### src/hdl/lru_pkg.sv
// Shared types and constants for the LRU page replacement unit.
// No dependencies. Used by the output channel interface, the controller, the datapath and the top level.
package lru_pkg;

  localparam int FAULT_BITS = 32;
  localparam logic [FAULT_BITS-1:0] FAULT_MAX = {FAULT_BITS{1'b1}};

  typedef enum logic [1:0] {
    ST_IDLE,
    ST_MATCH,
    ST_UPDATE
  } lru_state_t;

  // controller -> datapath commands
  typedef struct packed {
    logic load;    // latch incoming page
    logic match;   // register compare results and victim
    logic update;  // write frames, fault count and result registers
  } lru_cmd_t;

endpackage

### src/hdl/lru_chan_if.sv
// Valid/ready channel interfaces for page references and lookup results.
// Depends on lru_pkg for the fault counter width.
interface lru_in_if #(
  parameter int PAGE_BITS = 16
);
  logic                 valid;
  logic                 ready;
  logic [PAGE_BITS-1:0] page_number;

  modport source (output valid, output page_number, input ready);
  modport sink   (input valid, input page_number, output ready);
endinterface

interface lru_out_if
  import lru_pkg::*;
#(
  parameter int PAGE_BITS = 16,
  parameter int IDX_W     = 2
);
  logic                  valid;
  logic                  ready;
  logic                  hit;
  logic [IDX_W-1:0]      frame_index;
  logic                  evicted_valid;
  logic [PAGE_BITS-1:0]  evicted_page;
  logic [FAULT_BITS-1:0] fault_total;

  modport source (output valid, output hit, output frame_index, output evicted_valid,
                  output evicted_page, output fault_total, input ready);
  modport sink   (input valid, input hit, input frame_index, input evicted_valid,
                  input evicted_page, input fault_total, output ready);
endinterface

### src/hdl/lru_ctrl.sv
// Sequencing state machine for the LRU unit: accept, compare, update.
// Depends on lru_pkg (state enum, command struct).
module lru_ctrl
  import lru_pkg::*;
(
  input  logic     clk,
  input  logic     rst_n,
  input  logic     in_valid,
  output logic     in_ready,
  output logic     out_valid,
  input  logic     out_ready,
  output lru_cmd_t cmd
);

  lru_state_t state_r, state_nxt;
  logic       out_valid_r, out_valid_nxt;
  logic       update_go;
  logic       accept;

  // update may proceed once the result register is free or being drained
  assign update_go = (state_r == ST_UPDATE) && (!out_valid_r || out_ready);
  assign in_ready  = (state_r == ST_IDLE) || update_go;
  assign accept    = in_valid && in_ready;

  always_comb begin
    state_nxt = state_r;
    unique case (state_r)
      ST_IDLE: begin
        if (accept) state_nxt = ST_MATCH;
      end
      ST_MATCH: begin
        state_nxt = ST_UPDATE;
      end
      ST_UPDATE: begin
        if (update_go) state_nxt = accept ? ST_MATCH : ST_IDLE;
      end
      default: begin
        state_nxt = ST_IDLE;
      end
    endcase
  end

  always_comb begin
    cmd.load   = accept;
    cmd.match  = (state_r == ST_MATCH);
    cmd.update = update_go;
    if (update_go)      out_valid_nxt = 1'b1;
    else if (out_ready) out_valid_nxt = 1'b0;
    else                out_valid_nxt = out_valid_r;
  end

  always_ff @(posedge clk) begin
    if (!rst_n) begin
      state_r     <= ST_IDLE;
      out_valid_r <= 1'b0;
    end else begin
      state_r     <= state_nxt;
      out_valid_r <= out_valid_nxt;
    end
  end

  assign out_valid = out_valid_r;

  a_match_then_update: assert property (@(posedge clk) disable iff (!rst_n)
    state_r == ST_MATCH |=> state_r == ST_UPDATE)
    else $error("compare cycle not followed by update");

  a_no_accept_in_match: assert property (@(posedge clk) disable iff (!rst_n)
    state_r == ST_MATCH |-> !in_ready)
    else $error("item taken during compare cycle");

  a_update_loads_result: assert property (@(posedge clk) disable iff (!rst_n)
    cmd.update |=> out_valid_r)
    else $error("update did not present a result");

endmodule

### src/hdl/lru_dpath.sv
// Frame table, compare, victim select and result registers for the LRU unit.
// Depends on lru_pkg (command struct, fault counter constants).
module lru_dpath
  import lru_pkg::*;
#(
  parameter int FRAME_COUNT = 4,
  parameter int PAGE_BITS   = 16,
  parameter int AGE_BITS    = 8,
  parameter int IDX_W       = 2
)(
  input  logic                  clk,
  input  logic                  rst_n,
  input  lru_cmd_t              cmd,
  input  logic [PAGE_BITS-1:0]  in_page,
  output logic                  out_hit,
  output logic [IDX_W-1:0]      out_frame_index,
  output logic                  out_evicted_valid,
  output logic [PAGE_BITS-1:0]  out_evicted_page,
  output logic [FAULT_BITS-1:0] out_fault_total
);

  localparam int NODES = 1 << IDX_W;
  localparam logic [AGE_BITS-1:0] AGE_MAX = {AGE_BITS{1'b1}};

  // frame table
  logic [FRAME_COUNT-1:0] slot_valid_r, slot_valid_nxt;
  logic [PAGE_BITS-1:0]   slot_page_r [FRAME_COUNT];
  logic [PAGE_BITS-1:0]   slot_page_nxt [FRAME_COUNT];
  logic [AGE_BITS-1:0]    slot_age_r [FRAME_COUNT];
  logic [AGE_BITS-1:0]    slot_age_nxt [FRAME_COUNT];
  logic [FAULT_BITS-1:0]  fault_count_r, fault_count_nxt;

  // compare stage registers
  logic [PAGE_BITS-1:0]   page_r;
  logic [FRAME_COUNT-1:0] match_r, match_c;
  logic                   hit_r;
  logic [IDX_W-1:0]       hit_idx_r, hit_idx_c;
  logic                   empty_ok_r, empty_ok_c;
  logic [IDX_W-1:0]       empty_idx_r, empty_idx_c;
  logic [IDX_W-1:0]       victim_r;

  // result registers
  logic                   res_hit_r;
  logic [IDX_W-1:0]       res_idx_r;
  logic                   res_ev_valid_r;
  logic [PAGE_BITS-1:0]   res_ev_page_r;

  logic [AGE_BITS-1:0]    age_inc [FRAME_COUNT];

  // max-age tournament tree, ties to the left (lower index)
  logic [AGE_BITS-1:0]    t_age [IDX_W+1][NODES];
  logic [IDX_W-1:0]       t_idx [IDX_W+1][NODES];
  logic                   t_ok  [IDX_W+1][NODES];

  logic [IDX_W-1:0]       where_c;
  logic                   evict_c;

  always_comb begin
    for (int i = 0; i < FRAME_COUNT; i++) begin
      age_inc[i] = (slot_age_r[i] == AGE_MAX) ? slot_age_r[i] : slot_age_r[i] + 1'b1;
      match_c[i] = slot_valid_r[i] && (slot_page_r[i] == page_r);
    end
  end

  // lowest-index hit and lowest-index empty frame
  always_comb begin
    hit_idx_c   = '0;
    empty_ok_c  = 1'b0;
    empty_idx_c = '0;
    for (int i = FRAME_COUNT - 1; i >= 0; i--) begin
      if (match_c[i]) hit_idx_c = IDX_W'(i);
      if (!slot_valid_r[i]) begin
        empty_ok_c  = 1'b1;
        empty_idx_c = IDX_W'(i);
      end
    end
  end

  always_comb begin
    for (int l = 0; l <= IDX_W; l++) begin
      for (int j = 0; j < NODES; j++) begin
        t_age[l][j] = '0;
        t_idx[l][j] = '0;
        t_ok[l][j]  = 1'b0;
      end
    end
    for (int j = 0; j < FRAME_COUNT; j++) begin
      t_age[0][j] = age_inc[j];
      t_idx[0][j] = IDX_W'(j);
      t_ok[0][j]  = slot_valid_r[j];
    end
    for (int l = 0; l < IDX_W; l++) begin
      for (int j = 0; j < NODES / 2; j++) begin
        if (j < (NODES >> (l + 1))) begin
          if (t_ok[l][2*j+1] && (!t_ok[l][2*j] || t_age[l][2*j+1] > t_age[l][2*j])) begin
            t_age[l+1][j] = t_age[l][2*j+1];
            t_idx[l+1][j] = t_idx[l][2*j+1];
          end else begin
            t_age[l+1][j] = t_age[l][2*j];
            t_idx[l+1][j] = t_idx[l][2*j];
          end
          t_ok[l+1][j] = t_ok[l][2*j] || t_ok[l][2*j+1];
        end
      end
    end
  end

  // update: age, fill or replace
  always_comb begin
    evict_c = !hit_r && !empty_ok_r;
    if (hit_r)           where_c = hit_idx_r;
    else if (empty_ok_r) where_c = empty_idx_r;
    else                 where_c = victim_r;

    slot_valid_nxt = slot_valid_r;
    for (int i = 0; i < FRAME_COUNT; i++) begin
      slot_page_nxt[i] = slot_page_r[i];
      if (!slot_valid_r[i])  slot_age_nxt[i] = slot_age_r[i];
      else if (match_r[i])   slot_age_nxt[i] = '0;
      else                   slot_age_nxt[i] = age_inc[i];
    end
    fault_count_nxt = fault_count_r;
    if (!hit_r) begin
      slot_valid_nxt[where_c] = 1'b1;
      slot_page_nxt[where_c]  = page_r;
      slot_age_nxt[where_c]   = '0;
      if (fault_count_r != FAULT_MAX) fault_count_nxt = fault_count_r + 1'b1;
    end
  end

  always_ff @(posedge clk) begin
    if (!rst_n) begin
      slot_valid_r  <= '0;
      fault_count_r <= '0;
    end else if (cmd.update) begin
      slot_valid_r  <= slot_valid_nxt;
      fault_count_r <= fault_count_nxt;
    end
  end

  always_ff @(posedge clk) begin
    if (cmd.load) page_r <= in_page;
    if (cmd.match) begin
      match_r     <= match_c;
      hit_r       <= |match_c;
      hit_idx_r   <= hit_idx_c;
      empty_ok_r  <= empty_ok_c;
      empty_idx_r <= empty_idx_c;
      victim_r    <= t_idx[IDX_W][0];
    end
    if (cmd.update) begin
      for (int i = 0; i < FRAME_COUNT; i++) begin
        slot_page_r[i] <= slot_page_nxt[i];
        slot_age_r[i]  <= slot_age_nxt[i];
      end
      res_hit_r      <= hit_r;
      res_idx_r      <= where_c;
      res_ev_valid_r <= evict_c;
      res_ev_page_r  <= evict_c ? slot_page_r[victim_r] : '0;
    end
  end

  assign out_hit           = res_hit_r;
  assign out_frame_index   = res_idx_r;
  assign out_evicted_valid = res_ev_valid_r;
  assign out_evicted_page  = res_ev_page_r;
  assign out_fault_total   = fault_count_r;

  a_frame_resident: assert property (@(posedge clk) disable iff (!rst_n)
    cmd.update |=> slot_valid_r[res_idx_r] && slot_page_r[res_idx_r] == $past(page_r))
    else $error("reported frame does not hold the referenced page");

  a_fault_counted: assert property (@(posedge clk) disable iff (!rst_n)
    cmd.update && !hit_r |=> fault_count_r != '0)
    else $error("miss left fault count at zero");

  a_evict_only_full: assert property (@(posedge clk) disable iff (!rst_n)
    cmd.update && evict_c |-> &slot_valid_r)
    else $error("eviction while an empty frame exists");

endmodule

### src/hdl/lru_page_replacement_unit.sv
// LRU page replacement unit: each item passes the compare state (parallel
// compare and victim tree), then the update state, on a shared frame table.
// The update loads the result registers, and waits while a result is unread.
// A new item is taken in the update cycle once it proceeds, not in compare.
// Reset (rst_n low, synchronous): all frames empty, fault count zero, no result.
// Depends on lru_pkg, lru_chan_if, lru_ctrl and lru_dpath.
module lru_page_replacement_unit
  import lru_pkg::*;
#(
  parameter int FRAME_COUNT = 4,
  parameter int PAGE_BITS   = 16,
  parameter int AGE_BITS    = 8
)(
  input logic         clk,
  input logic         rst_n,
  lru_in_if.sink      in_ch,
  lru_out_if.source   out_ch
);

  localparam int IDX_W = $clog2(FRAME_COUNT);

  lru_cmd_t cmd;

  // Controller: sequences accept -> compare -> update and owns the result
  // valid flag, so a waiting result never blocks the next item's compare.
  lru_ctrl u_ctrl (
    .clk       (clk),
    .rst_n     (rst_n),
    .in_valid  (in_ch.valid),
    .in_ready  (in_ch.ready),
    .out_valid (out_ch.valid),
    .out_ready (out_ch.ready),
    .cmd       (cmd)
  );

  // Datapath: frame table with per-frame age counters, hit/empty priority
  // encoders, max-age tree for the victim, fault counter, result registers.
  lru_dpath #(
    .FRAME_COUNT (FRAME_COUNT),
    .PAGE_BITS   (PAGE_BITS),
    .AGE_BITS    (AGE_BITS),
    .IDX_W       (IDX_W)
  ) u_dpath (
    .clk               (clk),
    .rst_n             (rst_n),
    .cmd               (cmd),
    .in_page           (in_ch.page_number),
    .out_hit           (out_ch.hit),
    .out_frame_index   (out_ch.frame_index),
    .out_evicted_valid (out_ch.evicted_valid),
    .out_evicted_page  (out_ch.evicted_page),
    .out_fault_total   (out_ch.fault_total)
  );

endmodule
### src/flat_wrapper.sv
// flat-port wrapper written by rule: the top's interface ports become plain ports
module lru_page_replacement_unit_flat import lru_pkg::*;
#(
  parameter int FRAME_COUNT = 4,
  parameter int PAGE_BITS   = 16,
  parameter int AGE_BITS    = 8
)
  (clk, rst_n, in_ch_valid, in_ch_page_number, in_ch_ready, out_ch_valid, out_ch_hit, out_ch_frame_index, out_ch_evicted_valid, out_ch_evicted_page, out_ch_fault_total, out_ch_ready);
  lru_in_if #(.PAGE_BITS(PAGE_BITS)) in_ch_i ();
  lru_out_if #(.PAGE_BITS(PAGE_BITS)) out_ch_i ();
  input logic clk;
  input logic rst_n;
  input wire logic [$bits(in_ch_i.valid)-1:0] in_ch_valid;
  input wire logic [$bits(in_ch_i.page_number)-1:0] in_ch_page_number;
  output wire logic [$bits(in_ch_i.ready)-1:0] in_ch_ready;
  output wire logic [$bits(out_ch_i.valid)-1:0] out_ch_valid;
  output wire logic [$bits(out_ch_i.hit)-1:0] out_ch_hit;
  output wire logic [$bits(out_ch_i.frame_index)-1:0] out_ch_frame_index;
  output wire logic [$bits(out_ch_i.evicted_valid)-1:0] out_ch_evicted_valid;
  output wire logic [$bits(out_ch_i.evicted_page)-1:0] out_ch_evicted_page;
  output wire logic [$bits(out_ch_i.fault_total)-1:0] out_ch_fault_total;
  input wire logic [$bits(out_ch_i.ready)-1:0] out_ch_ready;
  assign in_ch_i.valid = in_ch_valid;
  assign in_ch_i.page_number = in_ch_page_number;
  assign in_ch_ready = in_ch_i.ready;
  assign out_ch_valid = out_ch_i.valid;
  assign out_ch_hit = out_ch_i.hit;
  assign out_ch_frame_index = out_ch_i.frame_index;
  assign out_ch_evicted_valid = out_ch_i.evicted_valid;
  assign out_ch_evicted_page = out_ch_i.evicted_page;
  assign out_ch_fault_total = out_ch_i.fault_total;
  assign out_ch_i.ready = out_ch_ready;
  lru_page_replacement_unit #(.FRAME_COUNT(FRAME_COUNT), .PAGE_BITS(PAGE_BITS), .AGE_BITS(AGE_BITS)) u_core (.clk(clk), .rst_n(rst_n), .in_ch(in_ch_i), .out_ch(out_ch_i));
endmodule
### config.mk
export PLATFORM = sky130hd
export DESIGN_NAME = lru_page_replacement_unit_flat
export DESIGN_NICKNAME = d
export VERILOG_FILES = /design/src/hdl/lru_pkg.sv /design/src/hdl/lru_chan_if.sv /design/src/hdl/lru_ctrl.sv /design/src/hdl/lru_dpath.sv /design/src/hdl/lru_page_replacement_unit.sv /design/src/flat_wrapper.sv
export SDC_FILE = /design/constraint.sdc
export NUM_CORES = 1
export LEC_CHECK = 0
export BUFFER_PORTS_ARGS = -buffer_cell sky130_fd_sc_hd__buf_4
export CAP_MARGIN = 10
export CORE_MARGIN = 3
export CORE_UTILIZATION = 30
export DETAILED_ROUTE_END_ITERATION = 6
export HOLD_SLACK_MARGIN = 0.15
export PLACE_DENSITY_LB_ADDON = 0.15
export SLEW_MARGIN = 15
export SYNTH_ARGS = -nofsm -noshare
export SYNTH_HDL_FRONTEND = slang
export SYNTH_SLANG_ARGS = --single-unit
export TNS_END_PERCENT = 20
### constraint.sdc
create_clock -name clk -period 5.8 [get_ports clk]
set_input_delay 1.45 -clock clk [delete_from_list [all_inputs] [get_ports clk]]
set_output_delay 1.45 -clock clk [all_outputs]
set_load 0.1 [all_outputs]
==> out/results.env, run 1 <==
SYNTH.NET_COUNT=864
IO_PINS=74
WORST_PATH_CELL_WITH_THE_LONGEST_STAGE_DELAY='sky130_fd_sc_hd__edfxtp_1'
CLK_PIN_SLEW_WORST_PATHS_PS=80
CTS_SETUP_BUFFERS=0
CTSROOTBUFFERMASTER='sky130_fd_sc_hd__clkbuf_16'
PLACEMENT.SETUP.WORST_SLACK_PS=1312
FIRST_PASS_ITERS=7
CLK-INSERTION-DELAY-LATE_PS=440
GLOBALROUTETOTALUTIL=0.1365
WORSTPATHREQUIRED_PS=5990
YOSYS-TOP-CELLS-AREA='sky130_fd_sc_hd__edfxtp_1 45%, sky130_fd_sc_hd__dfxtp_1 8.2%, sky130_fd_sc_hd__xor2_1 4.9%'
CTS_BUF_COUNT=17
ANTENNA_FOUND_INITIAL=0
POST_SYNTH_ARST_SHARE=0
MAX_STAGE_DELAY_PS=480
DIEAREA_UM2=34030
SYNTH.YOSYS.SEQ_AREA_SHARE=0.5342
PROPORTION_OF_LAYOUT_CELLS_WITH_A_DRIVE_SUFFIX_ABOVE_1=0.1646
SLEW_AT_THE_PIN_CLOSEST_TO_ITS_MAX_SLEW_LIMIT_PS=1110
STARTING_DENSITY_OF_THE_CORE=0.3083
MAXCAPVIOLCOUNT=0
WL_PER_CELL_UM=17.45
DIE-WIDTH_UM=184.5
FIRST_PASS_GRT_WIRE_LENGTH_UM=35860
RELSLEWSLACK=0.2599
STD_CELL_ROWS=64
CRITPATHMAXFANOUT=13
RSZ_0062_RAISED_AFTER_GLOBAL_ROUTING='false'
FINAL_NETS=942
MAXCLOCKFREQUENCY_MHz=218.3
CLOCK_PATH_BUFFERS=2
REGTOREGSETUPSLACK_PS=1220
WORST_R2R_PATH_DEPTH=19
VIAS=6411
WORST_R2R_ENDPOINT='u_core.u_dpath.victim_r[0]$_DFFE_PN_'
SW_FRAC_OF_TOTAL=0.2493
CLKPWRFRAC=0.407
CTS-HTREE-LEVELS=4
CELLPOWERDENSITY_nW_PER_UM2=247.5
DRT.ANTENNA.VIOLATING_NETS=0
DRT_FIRST_ITER_VIOLATIONS=361
DRT-VIAS-PER-INSTANCE=4.924
POWER.INTERNAL_mW=2.067
SYN-MEAN-INSTANCE-AREA_UM2=11.72
SYNTH_EDF_COUNT=144
SYNTH_AREA_UM2=9555
NETLIST.AREA_LEADER.SHARE=0.4525
FIRST_GLOBAL_VIAS=6414
POWER.SHARE.SEQUENTIAL=0.534
CRITPATHLAUNCHTYPE='flip-flop'
PLACE_HPWL_UM=15880
WORSTSETUPPATHTYPE='reg -> reg'
GRT_START_MAX_NET_PINS=53
TIMING.HOLD.WORST.CLASS='reg -> reg'
ROUTED_WIRELENGTH_UM=22730
MIN_DELAY_STARTPOINT='u_core.u_dpath.out_fault_total[1]$_SDFFE_PN0P_'
CTS_TREE='yes'
OUTCOME='finished, final reports clean'
YS_WARN_COUNT=0
FINAL-SETUP-VIOL-COUNT=0
FLOORPLAN.CORE_AREA_UM2=30990
DATA_ARRIVAL_AT_THE_ENDPOINT_OF_THE_CRITICAL_PATH_PS=4770
DRV_SLEW=0
WORSTPATHCELLLIST='ha_1, nand4_1, nor2_1, nor2_1, xor2_1, ha_1, and4_1, a31oi_1, o21ai_0, a21oi_1, buf_4, mux2i_1, ha_1, nor2b_1, o21a_1, o21ai_0, a21oi_1, o21a_1, o22a_1'
WORST_PATH_MOST_REPEATED_CELL='sky130_fd_sc_hd__ha_1'
DRCVIOLATIONCOUNT=0
WORST_R2R_STARTPOINT='u_core.u_dpath.slot_age_r[3][0]$_DFFE_PP_'
IR_DROP_mV=0.1852
NUMBER_OF_CELLS_ON_THE_WORST_HOLD_PATH=2
OVERFLOW_AFTER_GRT=0
YS_TYPES=55
P_SWITCHING_mW=0.6866
DIE_HEIGHT_UM=184.5
SYNTH_TOP_AREA_CELL='sky130_fd_sc_hd__edfxtp_1'
FIN_SKEW_PS=11.28
WORST_HOLD_PATH.ENDPOINT='u_core.u_dpath.out_fault_total[1]$_SDFFE_PN0P_'
SYNTH_CELLS=815
FIN_SETUP_TNS_PS=0
POWER.SHARE.COMBINATIONAL=0.059
SYNTH_TOP_FLOP_CELL='sky130_fd_sc_hd__edfxtp_1'
P_LEAK_nW=4.017
HOLD_BUFFERS=0
GP_CONGESTION=0.7835
PORTBUFFERS=73
END_KIND='flip-flop'
PERIOD_SHARE=0.7899
SYNTHTOLAYOUTAREAGROWTH_PCT=16.46
FIN_WS_PS=1219
POST_CTS.RESIZED_INSTANCES=0
TIMING_HOLD_VIOLATIONS_FINAL=0
SYNTH_SEQ_CELLS=183
CLOCK_SINKS=183
POST-ROUTE-MIN-PERIOD_PS=4581
==> critical path: cells and delay by family, from the launching register on <==
family / cells / cell delay [ps]
XOR/XNOR: 1 / 300
AO/OA/AOI/OAI: 8 / 1200
multiplexers: 1 / 260
AND/OR/NAND/NOR: 5 / 1050
buffers and inverters: 1 / 220
flip-flops: 1 / 480
adder cells (fa/ha/maj): 3 / 830
==> logic make-up (layout without fill, tap and decap cells) <==
| kind of cell | after synthesis | in the layout | synth area share |
|---|---|---|---|
| simple gates | 294 | 294 | 0.1714 |
| flops | 183 | 183 | 0.5342 |
| compound gates | 128 | 128 | 0.08472 |
| xor+xnor | 91 | 91 | 0.08341 |
| mux | 45 | 45 | 0.06888 |
| buf+inv | 45 | 135 | 0.01938 |
| fa+ha+maj | 29 | 29 | 0.03797 |
| other cells | 0 | 1 | 0 |
==> flip-flops by register name, summed over array words and instances, names as in the netlist <==
name                              cells
u_core.u_dpath.slot_valid_r           4
u_core.u_dpath.out_hit                1
u_core.u_dpath.out_frame_index        2
u_core.u_dpath.slot_page_r           64
u_core.u_dpath.hit_r                  1
u_core.u_ctrl.out_valid               1
u_core.u_dpath.empty_idx_r            2
u_core.u_dpath.empty_ok_r             1
u_core.u_dpath.match_r                4
u_core.u_dpath.out_fault_total       32
u_core.u_dpath.out_evicted_page      16
u_core.u_dpath.slot_age_r            32
u_core.u_dpath.victim_r               2
u_core.u_ctrl.state_r                 2
u_core.u_dpath.page_r                16
u_core.u_dpath.hit_idx_r              2
u_core.u_dpath.out_evicted_valid      1
==> cell type report <==
| class | instances | area (um^2) |
|---|---|---|
| fillers | 3062 | 19860 |
| flip-flops and latches | 183 | 5105 |
| multi-input cells | 587 | 4283 |
| repair buffers | 80 | 600.6 |
| well taps | 396 | 495.5 |
| clock buffers | 17 | 425.4 |
| clock inverters | 14 | 126.4 |
| inverters | 24 | 90.09 |
| diodes | 1 | 2.502 |
==> cells in the mapped netlist (3+ instances only) <==
cell type and count:
sky130_fd_sc_hd__a22oi_1 11, sky130_fd_sc_hd__xnor2_1 37, sky130_fd_sc_hd__nand4_1 28, sky130_fd_sc_hd__nor3_2 3, sky130_fd_sc_hd__nand2_1 31, sky130_fd_sc_hd__nor3b_1 3
sky130_fd_sc_hd__nand2b_1 14, sky130_fd_sc_hd__mux4_2 16, sky130_fd_sc_hd__nand3_1 25, sky130_fd_sc_hd__mux2_2 6, sky130_fd_sc_hd__a21boi_0 7, sky130_fd_sc_hd__inv_1 24
sky130_fd_sc_hd__and3_1 10, sky130_fd_sc_hd__and4_1 8, sky130_fd_sc_hd__edfxtp_1 144, sky130_fd_sc_hd__o21a_1 15, sky130_fd_sc_hd__a211oi_1 4, sky130_fd_sc_hd__a21oi_1 31
sky130_fd_sc_hd__clkbuf_1 13, sky130_fd_sc_hd__nor3_1 23, sky130_fd_sc_hd__ha_1 29, sky130_fd_sc_hd__a21boi_1 3, sky130_fd_sc_hd__nor4_1 10, sky130_fd_sc_hd__xor2_1 54
sky130_fd_sc_hd__a31oi_1 4, sky130_fd_sc_hd__o21ai_0 37, sky130_fd_sc_hd__and2_1 39, sky130_fd_sc_hd__nor2_1 65, sky130_fd_sc_hd__dfxtp_1 39, sky130_fd_sc_hd__nor2b_1 13
sky130_fd_sc_hd__buf_2 7, sky130_fd_sc_hd__or3_1 11, sky130_fd_sc_hd__mux2i_1 23
==> metrics by stage <==
stage / power, mW / cell area (um^2) / cells / util / hold slack, ps
6_report: 2.754 / 11130 / 1302 / 0.3591 / 511.3
5_1_grt: 2.869 / 11130 / 1301 / 0.3590 / 538.6
4_1_cts: 2.796 / 11130 / 1301 / 0.3590 / 514.3
3_5_place_dp: 1.667 / 10570 / 1270 / 0.3412 / 501.7
3_3_place_gp: 1.667 / 10570 / 1270 / 0.3412 / 495.4
2_1_floorplan: 1.608 / 9555 / 815 / - / 420.6
==> layout by cell type, fill, tap and decap left out, types with 16 or more instances in the layout <==
cell                        netlist  final
sky130_fd_sc_hd__clkbuf_16        0     17
sky130_fd_sc_hd__o21ai_0         37     37
sky130_fd_sc_hd__inv_1           24     24
sky130_fd_sc_hd__nor3_1          23     22
sky130_fd_sc_hd__buf_4            0     80
sky130_fd_sc_hd__ha_1            29     29
sky130_fd_sc_hd__dfxtp_1         39     39
sky130_fd_sc_hd__mux4_2          16     16
sky130_fd_sc_hd__nand2_1         31     31
sky130_fd_sc_hd__xor2_1          54     54
sky130_fd_sc_hd__nand3_1         25     25
sky130_fd_sc_hd__and2_1          39     39
sky130_fd_sc_hd__nor2_1          65     64
sky130_fd_sc_hd__nand4_1         28     28
sky130_fd_sc_hd__mux2i_1         23     23
sky130_fd_sc_hd__xnor2_1         37     37
sky130_fd_sc_hd__edfxtp_1       144    144
sky130_fd_sc_hd__a21oi_1         31     31
==> metal layers <==
layer,GRT usage,vias to the layer above,part of all wire
met5,0,-,0
met1,0.1883,3098,0.48
li1,-,3206,-
met3,0.02763,17,0.030
met4,0.03810,0,0.013
met2,0.2188,90,0.47
==> power by group through the flow <==
stage	Combinational (mW)	Clock (mW)	Sequential [mW]
2_1_floorplan	0.0951	0	1.51
3_3_place_gp	0.167	0	1.50
3_5_place_dp	0.167	0	1.50
4_1_cts	0.168	1.16	1.47
5_1_grt	0.181	1.21	1.47
6_report	0.164	1.12	1.47
==> worst max path at each step <==
stage                                                         start                                          to  cells after the start
after floorplan                                        out_ch_ready  u_core.u_dpath.slot_page_r[3][0]$_DFFE_PP_                      3
after global placement    u_core.u_dpath.slot_age_r[3][0]$_DFFE_PP_        u_core.u_dpath.victim_r[0]$_DFFE_PN_                     19
after detailed placement  u_core.u_dpath.slot_age_r[2][0]$_DFFE_PP_        u_core.u_dpath.victim_r[0]$_DFFE_PN_                     19
after CTS                 u_core.u_dpath.slot_age_r[2][0]$_DFFE_PP_        u_core.u_dpath.victim_r[0]$_DFFE_PN_                     19
after global routing      u_core.u_dpath.slot_age_r[0][0]$_DFFE_PP_        u_core.u_dpath.victim_r[0]$_DFFE_PN_                     17
final                     u_core.u_dpath.slot_age_r[3][0]$_DFFE_PP_        u_core.u_dpath.victim_r[0]$_DFFE_PN_                     19
Power figures use the tool's default switching activity.
==> inputs of run 2 (changes only) <==
==> constraint.sdc (replaced) <==
create_clock -name clk -period 3.8 [get_ports clk]
set_input_delay 0.95 -clock clk [delete_from_list [all_inputs] [get_ports clk]]
set_output_delay 0.95 -clock clk [all_outputs]
set_load 0.1 [all_outputs]
==> out/results.env, run 2 (synthesized netlist as in run 1, its figures left out) <==
STARTING_DENSITY_OF_THE_CORE=0.3083  # unchanged
CRIT_FAMILY='compound AO/OA/AOI/OAI gates'  # unchanged
CTSROOTBUFFERMASTER='sky130_fd_sc_hd__clkbuf_16'  # unchanged
FINAL_NETS=1051  # was 942
GLOBALROUTETOTALUTIL=0.1448  # was 0.1365
END_KIND='flip-flop'  # unchanged
DRCVIOLATIONCOUNT=0  # unchanged
CLOCK_PATH_BUFFERS=2  # unchanged
PLACEMENT.SETUP.WORST_SLACK_PS=-391.2  # was 1312 ps
FIRST_PASS_GRT_WIRE_LENGTH_UM=38540  # was 35860 um
STD_CELL_ROWS=64  # unchanged
WL_PER_CELL_UM=17.18  # was 17.45 um
CRITPATHMAXFANOUT=8  # was 13
CRITPATHBUFINV=2  # was 1
DIE_HEIGHT_UM=184.5  # unchanged
MULTI_INPUT_AREA_UM2=4584  # was 4283 um^2
DRT-VIAS-PER-INSTANCE=4.845  # was 4.924
MOSTFREQUENTLAYOUTCELL='sky130_fd_sc_hd__buf_4'  # was sky130_fd_sc_hd__edfxtp_1
FLOORPLAN.CORE_AREA_UM2=30990  # unchanged
LAYOUT.CELLS.MOST_COMMON_LIST='186 x sky130_fd_sc_hd__buf_4, 144 x sky130_fd_sc_hd__edfxtp_1, 61 x sky130_fd_sc_hd__nor2_1, 50 x sky130_fd_sc_hd__xor2_1'  # was 144 x sky130_fd_sc_hd__edfxtp_1, 80 x sky130_fd_sc_hd__buf_4, 64 x sky130_fd_sc_hd__nor2_1, 54 x sky130_fd_sc_hd__xor2_1
DATA_ARRIVAL_AT_THE_ENDPOINT_OF_THE_CRITICAL_PATH_PS=4070  # was 4770 ps
VIAS=6837  # was 6411
DRV_SLEW=0  # unchanged
OUTCOME='finished, violations left'  # was finished, final reports clean
WORSTPATHCELLLIST='ha_2, and3_4, buf_4, nand3_2, mux2i_2, ha_1, and4_1, a31oi_1, o21ai_1, a21oi_1, buf_4, mux2i_4, ha_4, nor2b_1, o21a_1, o21ai_2, a21oi_2, o21a_1, o22a_1'  # was ha_1, nand4_1, nor2_1, nor2_1, xor2_1, ha_1, and4_1, a31oi_1, o21ai_0, a21oi_1, buf_4, mux2i_1, ha_1, nor2b_1, o21a_1, o21ai_0, a21oi_1, o21a_1, o22a_1
PORTBUFFERS=73  # unchanged
LARGEST_REGISTER_FF_COUNT=64  # unchanged
MAXCAPVIOLCOUNT=0  # unchanged
MAX_STAGE_DELAY_PS=430  # was 480 ps
MAXCLOCKFREQUENCY_MHz=257.1  # was 218.3 MHz
CELLPOWERDENSITY_nW_PER_UM2=357.7  # was 247.5 nW/um^2
SLEW_AT_THE_PIN_CLOSEST_TO_ITS_MAX_SLEW_LIMIT_PS=1043  # was 1110 ps
PLACE_HPWL_UM=17230  # was 15880 um
FINAL-SETUP-VIOL-COUNT=1  # was 0
WORSTSETUPPATHTYPE='reg -> reg'  # unchanged
GP_CONGESTION=0.8094  # was 0.7835
HOLD_SLACK_PS=511.3  # about the same
RSZ_0062_RAISED_AFTER_GLOBAL_ROUTING='true'  # was false
OVERFLOW_AFTER_GRT=0  # unchanged
FINAL-SEQ-AREA_UM2=5105  # unchanged
RELSLEWSLACK=0.3030  # was 0.2599
DRT_FIRST_ITER_VIOLATIONS=352  # was 361
LAYOUT.CELLS.NON_FILLER=1411  # was 1302
IO_PINS=74  # unchanged
TIMING_HOLD_VIOLATIONS_FINAL=0  # unchanged
INST_COUNT_DP=1370  # was 1270
ANTENNA_CELLS=0  # was 1
CLOCK_SINKS=183  # unchanged
FIRST_GLOBAL_VIAS=6844  # was 6414
IR_DROP_mV=0.2653  # was 0.1852 mV
CTS_TREE='yes'  # unchanged
DIEAREA_UM2=34030  # unchanged
REGMOSTFLOPS='u_core.u_dpath.slot_page_r'  # unchanged
FIRST_PASS_ITERS=4  # was 7
HOLD_BUFFERS=0  # unchanged
CRITPATHLAUNCHTYPE='flip-flop'  # unchanged
WORST_PATH_CELL_WITH_THE_LONGEST_STAGE_DELAY='sky130_fd_sc_hd__edfxtp_1'  # unchanged
P_LEAK_nW=4.583  # was 4.017 nW
PROPORTION_OF_LAYOUT_CELLS_WITH_A_DRIVE_SUFFIX_ABOVE_1=0.3025  # was 0.1646
DIE-WIDTH_UM=184.5  # unchanged
GRT_START_MAX_NET_PINS=48  # was 53
ROUTED_WIRELENGTH_UM=24240  # was 22730 um
ANTENNA_FOUND_INITIAL=0  # unchanged
FIN_WS_PS=-89.22  # was 1219 ps
CLK-INSERTION-DELAY-LATE_PS=440  # about the same
POST-ROUTE-MIN-PERIOD_PS=3889  # was 4581 ps
DRT.ANTENNA.VIOLATING_NETS=0  # unchanged
SYNTHTOLAYOUTAREAGROWTH_PCT=29.03  # was 16.46%
TIMING.HOLD.WORST.CLASS='reg -> reg'  # unchanged
WORSTPATHREQUIRED_PS=3980  # was 5990 ps
CLK_PIN_SLEW_WORST_PATHS_PS=80  # about the same
FILLER_CELL_COUNT=3017  # was 3062
CTS-HTREE-LEVELS=4  # unchanged
FIN_SKEW_PS=17.75  # was 11.28 ps
FAILING_CHECKS='setup timing'
CTS_BUF_COUNT=17  # unchanged
PERIOD_SHARE=1.023  # was 0.7899
==> run 2: cell types whose count changed in the layout (fill, tap and decap cells not counted), moves of 8 or more <==
cell / change
sky130_fd_sc_hd__ha_1: -8
sky130_fd_sc_hd__mux2i_1: -9
sky130_fd_sc_hd__inv_6: -8
sky130_fd_sc_hd__buf_4: +106
sky130_fd_sc_hd__o21ai_0: -12
sky130_fd_sc_hd__o21ai_1: +8
==> run 2: final cells by class <==
cell class / instances / share of cell area
Clock inverter: 15 / 0.01614
Tap cell: 396 / 0.04019
Clock buffer: 17 / 0.03450
Multi-Input combinational cell: 587 / 0.3718
Timing Repair Buffer: 189 / 0.1160
Inverter: 24 / 0.007307
Sequential cell: 183 / 0.4140
==> run 2: metrics by stage <==
step / setup TNS (ps) / area (um^2) / util / power, mW
2_1_floorplan: -823.3 / 9558 / - / 2.454
3_3_place_gp: -262.8 / 11320 / 0.3654 / 2.577
3_5_place_dp: -578.7 / 11320 / 0.3654 / 2.578
4_1_cts: -122.1 / 12110 / 0.3907 / 4.458
5_1_grt: -393.6 / 12330 / 0.3979 / 4.584
6_report: -89.22 / 12330 / 0.3979 / 4.410
==> run 2: worst paths after layout <==
path	startpoint	end	slack [ps]	cells after the start
worst max register to register	u_core.u_dpath.slot_age_r[2][1]$_DFFE_PP_	u_core.u_dpath.victim_r[0]$_DFFE_PN_	-90	19
worst max-delay path	u_core.u_dpath.slot_age_r[2][1]$_DFFE_PP_	u_core.u_dpath.victim_r[0]$_DFFE_PN_	-90	19
worst min-delay path	u_core.u_dpath.out_fault_total[27]$_SDFFE_PN0P_	u_core.u_dpath.out_fault_total[27]$_SDFFE_PN0P_	510	2
worst min register to register	u_core.u_dpath.out_fault_total[27]$_SDFFE_PN0P_	u_core.u_dpath.out_fault_total[27]$_SDFFE_PN0P_	510	2
==> run 2: power by group <==
group	switching, mW	internal [mW]
combinational	0.182	0.135
clock	0.942	0.917
sequential	0.0426	2.19
total	1.17	3.24
==> run 2: what timing repair did <==
action / CTS / global route
pin swaps: 18 / 20
resized for setup: 33 / 38
buffers inserted: 4 / 5
endpoints found under the setup margin: 2 / 2
==> run 2: worst register-to-register path, cell delays in order, from the launching register on <==
cell and delay [ps]:
sky130_fd_sc_hd__edfxtp_1 430, sky130_fd_sc_hd__ha_2 200, sky130_fd_sc_hd__and3_4 180, sky130_fd_sc_hd__buf_4 150, sky130_fd_sc_hd__nand3_2 80, sky130_fd_sc_hd__mux2i_2 230
sky130_fd_sc_hd__ha_1 270, sky130_fd_sc_hd__and4_1 220, sky130_fd_sc_hd__a31oi_1 130, sky130_fd_sc_hd__o21ai_1 80, sky130_fd_sc_hd__a21oi_1 110, sky130_fd_sc_hd__buf_4 200
sky130_fd_sc_hd__mux2i_4 270, sky130_fd_sc_hd__ha_4 220, sky130_fd_sc_hd__nor2b_1 120, sky130_fd_sc_hd__o21a_1 190, sky130_fd_sc_hd__o21ai_2 120, sky130_fd_sc_hd__a21oi_2 80
sky130_fd_sc_hd__o21a_1 160, sky130_fd_sc_hd__o22a_1 190
==> run 2: routing by layer <==
metal | part of all wire | wire length (um) | track usage
met1 | 0.49 | 11810 | 0.2036
met4 | 0.0033 | 79 | 0.03175
met5 | 0 | 0 | 0
met3 | 0.026 | 623 | 0.02487
met2 | 0.48 | 11720 | 0.2355
